## src/rtl/assert_macros.svh

```systemverilog
// ---------------------------------------------------------------------------
// Assertion macros
// Clocked concurrent assertion wrappers; compiled out when SYNTH is defined.
// ---------------------------------------------------------------------------
`ifndef ASSERT_MACROS_SVH
`define ASSERT_MACROS_SVH

`ifndef SYNTH

// Check a property on every clock edge outside of reset
`define HTS_ASSERT(lbl, prop, msg) \
    lbl: assert property (@(posedge clk) disable iff (!rst_n) prop) else $error(msg);

// Check a property on every clock edge, reset included
`define HTS_ASSERT_ALWAYS(lbl, prop, msg) \
    lbl: assert property (@(posedge clk) prop) else $error(msg);

`else

`define HTS_ASSERT(lbl, prop, msg)
`define HTS_ASSERT_ALWAYS(lbl, prop, msg)

`endif

`endif

```

## src/rtl/hts_pkg.sv

```systemverilog
`timescale 1ns / 1ps
// ---------------------------------------------------------------------------
// Humidity sensor sequencer package
// Shared codes, payload types and conversion constants.
// ---------------------------------------------------------------------------
package hts_pkg;

    // Conversion constants
    localparam int unsigned FULL_SCALE      = 16383;
    localparam int unsigned HUM_SCALE       = 100;
    localparam int unsigned TEMP_SCALE      = 165;
    localparam int unsigned TEMP_OFFSET     = 40;
    localparam int unsigned TENTH_SCALE     = 10;
    localparam int unsigned WAIT_TICKS_INIT = 40;

    // Input commands
    typedef enum logic [1:0] {
        CMD_START    = 2'd0,
        CMD_END      = 2'd1,
        CMD_BUS_DONE = 2'd2,
        CMD_TICK     = 2'd3
    } cmd_t;

    // Bus requests to the I2C engine
    typedef enum logic [1:0] {
        ACT_NONE = 2'd0,
        ACT_WAKE = 2'd1,
        ACT_READ = 2'd2
    } action_t;

    // Sequencer phases
    typedef enum logic [2:0] {
        PH_IDLE     = 3'd0,
        PH_WAKE     = 3'd1,
        PH_DELAY    = 3'd2,
        PH_READ     = 3'd3,
        PH_COMPLETE = 3'd4
    } phase_t;

    // Input item
    typedef struct packed {
        logic [1:0]  cmd;
        logic [31:0] read_data;
    } in_t;

    // Result item
    typedef struct packed {
        logic [1:0]        bus_action;
        logic              complete;
        logic [6:0]        humidity_whole;
        logic [3:0]        humidity_tenth;
        logic signed [7:0] temperature_whole;
        logic [3:0]        temperature_tenth;
    } out_t;

    // Converted measurement values
    typedef struct packed {
        logic [6:0]        humidity_whole;
        logic [3:0]        humidity_tenth;
        logic signed [7:0] temperature_whole;
        logic [3:0]        temperature_tenth;
    } conv_t;

endpackage

```

## src/rtl/hts_convert.sv

```systemverilog
`timescale 1ns / 1ps
// ---------------------------------------------------------------------------
// Measurement conversion
// Turns the four latched sensor bytes into humidity and temperature values.
// Division by the full scale 2^14-1 folds the upper bits back onto the
// lower ones, then corrects with one compare and subtract.
// ---------------------------------------------------------------------------
module hts_convert
(
    input  logic [31:0]   raw,
    output hts_pkg::conv_t conv
);

    typedef struct packed {
        logic [7:0]  q;
        logic [13:0] r;
    } div_t;

    // Divide by 16383 for values below 2^22: x = hi*16383 + (hi + lo)
    function automatic div_t div_fs(input logic [21:0] x);
        logic [14:0] sum;
        div_t        d;
        sum = 15'(x[21:14]) + 15'(x[13:0]);
        if (sum >= 15'(hts_pkg::FULL_SCALE))
        begin
            d.q = x[21:14] + 8'd1;
            d.r = 14'(sum - 15'(hts_pkg::FULL_SCALE));
        end
        else
        begin
            d.q = x[21:14];
            d.r = sum[13:0];
        end
        return d;
    endfunction

    logic [13:0] hum_raw;
    logic [13:0] temp_raw;
    div_t        hum_div;
    div_t        hum_tenth_div;
    div_t        temp_div;
    div_t        temp_tenth_div;
    logic [7:0]  temp_int;

    // Pick the raw 14-bit codes out of the read bytes
    assign hum_raw  = raw[29:16];
    assign temp_raw = raw[15:2];

    // Scale and divide for the whole parts
    assign hum_div  = div_fs(22'(hum_raw) * 22'(hts_pkg::HUM_SCALE));
    assign temp_div = div_fs(22'(temp_raw) * 22'(hts_pkg::TEMP_SCALE));

    // Tenths digit from the remainder
    assign hum_tenth_div  = div_fs(22'(hum_div.r) * 22'(hts_pkg::TENTH_SCALE));
    assign temp_tenth_div = div_fs(22'(temp_div.r) * 22'(hts_pkg::TENTH_SCALE));

    // Remove the temperature offset, wrapping in eight bits
    assign temp_int = temp_div.q - 8'(hts_pkg::TEMP_OFFSET);

    assign conv.humidity_whole    = hum_div.q[6:0];
    assign conv.humidity_tenth    = hum_tenth_div.q[3:0];
    assign conv.temperature_whole = $signed(temp_int);
    assign conv.temperature_tenth = temp_tenth_div.q[3:0];

endmodule

```

## src/rtl/humidity_sensor_measure_sequencer.sv

```systemverilog
`timescale 1ns / 1ps
// ---------------------------------------------------------------------------
// Humidity sensor measure sequencer
// Sequences one wake/delay/read measurement of an I2C humidity and
// temperature sensor and reports the converted values.
// ---------------------------------------------------------------------------
// Each command transfer produces exactly one result transfer. The block takes
// one command per clock cycle; the result is written into the output register
// at its command transfer, and the command side is held off only while that
// register is full and the result side stalls. Phase update and
// value conversion are one combinational pass from the state registers into
// the output register. A start command requests the wake write, a bus-done
// moves on to the tick delay, the tick that reaches wait_ticks requests the
// four-byte read, and the bus-done of that read latches the bytes and raises
// complete until an end or start command. Value fields read zero otherwise.
// ---------------------------------------------------------------------------
`include "assert_macros.svh"

module humidity_sensor_measure_sequencer
(
    input  logic          clk,
    input  logic          rst_n,
    input  logic          cfg_wr_en,
    input  logic [15:0]   cfg_wr_data,
    input  logic          in_valid,
    output logic          in_stall,
    input  hts_pkg::in_t  in_data,
    output logic          out_valid,
    input  logic          out_stall,
    output hts_pkg::out_t out_data
);

    hts_pkg::phase_t  phase_reg;
    hts_pkg::phase_t  phase_next;
    logic [15:0]      tick_count_reg;
    logic [15:0]      tick_count_next;
    logic [15:0]      tick_inc;
    logic [31:0]      raw_sample_reg;
    logic [31:0]      raw_sample_next;
    logic [15:0]      wait_ticks_reg;
    hts_pkg::action_t action;
    hts_pkg::cmd_t    cmd;
    hts_pkg::conv_t   conv;
    hts_pkg::out_t    out_data_reg;
    hts_pkg::out_t    out_data_next;
    logic             out_valid_reg;
    logic             in_fire;

    // Hold off commands while the result register cannot drain
    assign in_stall = out_valid_reg & out_stall;
    assign in_fire  = in_valid & ~in_stall;
    assign cmd      = hts_pkg::cmd_t'(in_data.cmd);

    // Saturating tick count
    assign tick_inc = (tick_count_reg != 16'hFFFF) ? (tick_count_reg + 16'd1)
                                                   : tick_count_reg;

    // Configuration register
    always_ff @(posedge clk or negedge rst_n)
    begin
        if (!rst_n)
            wait_ticks_reg <= 16'(hts_pkg::WAIT_TICKS_INIT);
        else if (cfg_wr_en)
            wait_ticks_reg <= cfg_wr_data;
    end

    // Phase and measurement state registers
    always_ff @(posedge clk or negedge rst_n)
    begin
        if (!rst_n)
        begin
            phase_reg      <= hts_pkg::PH_IDLE;
            tick_count_reg <= '0;
            raw_sample_reg <= '0;
        end
        else if (in_fire)
        begin
            phase_reg      <= phase_next;
            tick_count_reg <= tick_count_next;
            raw_sample_reg <= raw_sample_next;
        end
    end

    // Next phase and bus request for the current command
    always_comb
    begin
        phase_next      = phase_reg;
        tick_count_next = tick_count_reg;
        raw_sample_next = raw_sample_reg;
        action          = hts_pkg::ACT_NONE;
        case (cmd)
            hts_pkg::CMD_START:
            begin
                phase_next = hts_pkg::PH_WAKE;
                action     = hts_pkg::ACT_WAKE;
            end
            hts_pkg::CMD_END:
            begin
                phase_next = hts_pkg::PH_IDLE;
            end
            hts_pkg::CMD_BUS_DONE:
            begin
                if (phase_reg == hts_pkg::PH_WAKE)
                begin
                    tick_count_next = '0;
                    phase_next      = hts_pkg::PH_DELAY;
                end
                else if (phase_reg == hts_pkg::PH_READ)
                begin
                    raw_sample_next = in_data.read_data;
                    phase_next      = hts_pkg::PH_COMPLETE;
                end
            end
            hts_pkg::CMD_TICK:
            begin
                if (phase_reg == hts_pkg::PH_DELAY)
                begin
                    tick_count_next = tick_inc;
                    if (tick_inc >= wait_ticks_reg)
                    begin
                        action     = hts_pkg::ACT_READ;
                        phase_next = hts_pkg::PH_READ;
                    end
                end
            end
            default:
            begin
                phase_next = phase_reg;
            end
        endcase
    end

    // Convert the sample that stands after this command
    hts_convert u_convert
    (
        .raw  (raw_sample_next),
        .conv (conv)
    );

    // Assemble the result; values read zero unless complete
    always_comb
    begin
        out_data_next            = '0;
        out_data_next.bus_action = action;
        out_data_next.complete   = (phase_next == hts_pkg::PH_COMPLETE);
        if (phase_next == hts_pkg::PH_COMPLETE)
        begin
            out_data_next.humidity_whole    = conv.humidity_whole;
            out_data_next.humidity_tenth    = conv.humidity_tenth;
            out_data_next.temperature_whole = conv.temperature_whole;
            out_data_next.temperature_tenth = conv.temperature_tenth;
        end
    end

    // Result valid: set on a command transfer, drop once the result transfers
    always_ff @(posedge clk or negedge rst_n)
    begin
        if (!rst_n)
            out_valid_reg <= 1'b0;
        else
            out_valid_reg <= in_fire | (out_valid_reg & out_stall);
    end

    // Result payload
    always_ff @(posedge clk)
    begin
        if (in_fire)
            out_data_reg <= out_data_next;
    end

    assign out_valid = out_valid_reg;
    assign out_data  = out_data_reg;

    // Assertions
    `HTS_ASSERT(a_complete_no_bus, out_valid_reg && out_data_reg.complete |-> out_data_reg.bus_action == hts_pkg::ACT_NONE, "bus request while complete")
    `HTS_ASSERT(a_idle_values_zero, out_valid_reg && !out_data_reg.complete |-> out_data_reg.humidity_whole == 7'd0 && out_data_reg.temperature_whole == 8'sd0, "values not zero while incomplete")
    `HTS_ASSERT(a_read_from_delay, in_fire && phase_reg != hts_pkg::PH_DELAY |=> out_data_reg.bus_action != hts_pkg::ACT_READ, "read issued outside delay phase")
    `HTS_ASSERT(a_tick_reaches_read, in_fire && cmd == hts_pkg::CMD_TICK && phase_reg == hts_pkg::PH_DELAY && tick_count_reg >= wait_ticks_reg |=> phase_reg == hts_pkg::PH_READ, "delay did not end on reaching wait")
    `HTS_ASSERT(a_humidity_range, out_valid_reg |-> out_data_reg.humidity_whole <= 7'd100 && out_data_reg.humidity_tenth <= 4'd9, "humidity out of range")
    `HTS_ASSERT_ALWAYS(a_stall_only_when_full, in_stall |-> out_valid_reg, "input stalled with empty result register")

endmodule
```

## config.mk

```make
export PLATFORM = sky130hd
export DESIGN_NAME = humidity_sensor_measure_sequencer
export DESIGN_NICKNAME = d
export VERILOG_FILES = /design/src/rtl/hts_pkg.sv /design/src/rtl/hts_convert.sv /design/src/rtl/humidity_sensor_measure_sequencer.sv
export VERILOG_INCLUDE_DIRS = /design/src /design/src/rtl
export SDC_FILE = /design/constraint.sdc
export NUM_CORES = 1
export LEC_CHECK = 0
export BUFFER_PORTS_ARGS = -buffer_cell sky130_fd_sc_hd__buf_2
export CORE_MARGIN = 2
export CORE_UTILIZATION = 40
export DETAILED_ROUTE_END_ITERATION = 7
export GPL_TIMING_DRIVEN = 0
export SLEW_MARGIN = 20
export SYNTH_ARGS = -nofsm -noshare
export SYNTH_HDL_FRONTEND = slang
export SYNTH_SLANG_ARGS = --single-unit
export TNS_END_PERCENT = 1
```

## constraint.sdc

```tcl
create_clock -name clk -period 16.7 [get_ports clk]
set_input_delay 2.505 -clock clk [delete_from_list [all_inputs] [get_ports clk]]
set_output_delay 2.505 -clock clk [all_outputs]
set_load 0.03 [all_outputs]
```

==> metrics <==
DP HPWL 20.67 mm; Via density ~5.2; most used cell, CP ha_1; layout cells sized above 1 11.88%; TritonCTS Buffers 9; met2 GRT Util 29.74%; Most used DFF post-synth dfrtp_1; Multi-input gate area around 8000 um2; Clock Latency Late Sink 0.36 ns; Hold Vio Cnt, Final 0; via count 8,797; CP peak stage delay 0.54 ns; Synth async-reset ratio 71.11%; Root Buffer clkbuf_16; area delta synth->final 10.76%; # IOs 83; Net Count, Synth between 1.5k and 2k; CTS Buffer Depth 2; critical path peak fanout 10; register area share after synthesis 21.71%; Worst Path Arrival 16.00 ns; Placed Cells 1,663; wire per inst 14.76 um; EDFF count, synth 26; Yosys warning total 0; vias in the first global route 8,821; FILL cells 2,674; Worst Max-Slew Pin Slew 0.7700 ns; fin crit share 94.89%; status finished clean; Required @ worst endpoint between 15 and 20 ns; die area 28,810 um2; Final Worst Setup Slack around 0.85 ns; Commonest cells post-synth ha_1, nand2_1, inv_1, nor2_1, a21oi_1; die extent in x about 170 um; Synth cell types just under 90; total gr overflow 0; fmax around 63 MHz; Site Rows 60; top-count cell post-synth ha_1; met3 Usage GRT under 10%; Detailed Routing Iterations Pass 1 5; CP Capture Type register; Synth area leader ha_1; total of max-cap violations 0; layout net count around 1.6k; Core Util, Final 45.15%; Core Footprint 26,950 um2; Slew HR 48.66%; RD Place Congestion about 0.84; Antenna Nets Post-Route 0; Slew Viols, Final 0; GRT Resource Usage Total 18.03%; CTS Sinks 90; Cells after Synth 1,243; IO buf count 77; syn avg cell area 8.839 um2; Syn Std Cell Area 10,990 um2; Slowest-stage cell, CP fa_1; largest net degree at the start of global routing 37; delay-heaviest family, CP compound AO/OA/AOI/OAI gates; final setup violating endpoints 0; CP Buf/Inv Count 7; Largest register FFs 28; htree depth 3; first-pass GRT wire length 42.36 mm; busiest metal layer after global routing met2; Tmin final between 15 and 20 ns; Post-CTS Setup Inserts 0; Reg2Reg Setup Slack 2.62 ns; clock skew 0.01727 ns; initial antenna violation count 0; DR iter-0 viols ~450; Detailed Route WL 24.79 mm; Yosys top cell area share between 20% and 30%; M1 GR Usage 25.76%; FF/Latch Area 2385 um2; TritonCTS clock tree built; RSZ-0062 raised after global routing false; Place WS -0.05214 ns; die height ~170 um; DRC violations left 0; ranking of synthesized cells by area ha_1, dfrtp_1, edfxtp_1; Seq cells post-synth 90; antenna diode count 0; Min-Delay Path Class reg2reg; Critical Path Start Type input pin; Initial Util 40.77%; critical path class in2reg; clk slew on worst S/H paths about 0.070 ns; fin cells 1,679
## through the flow
step                cell area (um2)  hold WS, ns  TNS [ns]
global placement              11800       0.4515         0
finish                        12170       0.4709         0
CTS                           12150       0.4771         0
floorplan                     10990       0.4402         0
global route                  12170       0.4882         0
detailed placement            11840       0.4583  -0.05214
## layer usage
metal  vias to the layer above  part of all wire, %
met2                       108                   45
met4                         0                 0.96
met3                        18                  2.5
met1                      4109                   52
li1                       4562                    -
met5                         -                    0
## path summary, 6_finish.rpt
path	startpoint	end	cells past startpoint
worst max-delay path	in_data[32]	out_data[3]	52
worst min-delay path	raw_sample_reg[18]	raw_sample_reg[18]	2
worst max register to register	phase_reg[0]	out_data[3]	52
worst min register to register	raw_sample_reg[18]	raw_sample_reg[18]	2
max in group asynchronous	rst_n	wait_ticks_reg[3]	2
min in group asynchronous	rst_n	wait_ticks_reg[4]	1
## layout by cell type (no fill, tap or decap), types with 10 or more instances in the layout
cell type  count
a21o_1        31
dfrtp_1       62
mux2i_1       18
and3_1        16
nor2_1        67
xnor2_1       58
nor2b_1       10
o21ai_0       64
or3_1         11
nand3_1       33
buf_2         76
fa_1          33
a21oi_1       66
clkbuf_1      19
mux2_2        22
inv_1        129
nor3_1        22
xor2_1        37
nand2_1      145
edfxtp_1      26
ha_1         197
a22o_1        12
nand4_1       13
## cell families after synthesis
logic type	count (synthesis)	share of synthesized area [%]
and+or+nand+nor	364	16.02
AOI/OAI and AO/OA	264	16.07
adders and majority gates	231	28.54
buffers and inverters	153	5.261
xor gates and xnor gates	100	8.405
DFF	90	21.71
muxes	41	3.997
## worst reg2reg max path, delay by kind of cell, from the launching register on
kind / cells / cell delay [ns]
AOI/OAI and AO/OA: 20 / 4.39
adders and majority gates: 11 / 3.75
DFF: 1 / 0.46
and+or+nand+nor: 9 / 2.21
buffers and inverters: 6 / 1.23
xor gates and xnor gates: 4 / 1.00
muxes: 2 / 0.81
## area by class of cell
| cell class | instances | share of cell area [%] |
|---|---|---|
| repair buffers | 79 | 3.516 |
| well taps | 341 | 3.506 |
| plain buffers | 22 | 0.7300 |
| flip-flops and latches | 90 | 19.60 |
| clock inverters | 7 | 0.6683 |
| multi-input cells | 1000 | 66.09 |
| clock buffers | 9 | 1.851 |
| inverters | 131 | 4.041 |
## timing repair
action,4_1_cts,5_1_grt
hold buffers,0,0
hold endpoints to repair,0,0
setup endpoints to repair,0,7
resized for setup,0,5
Power is left out: the tool's default activity adds up to more than one toggle a clock period on the data nets, which glitch-free logic cannot reach.
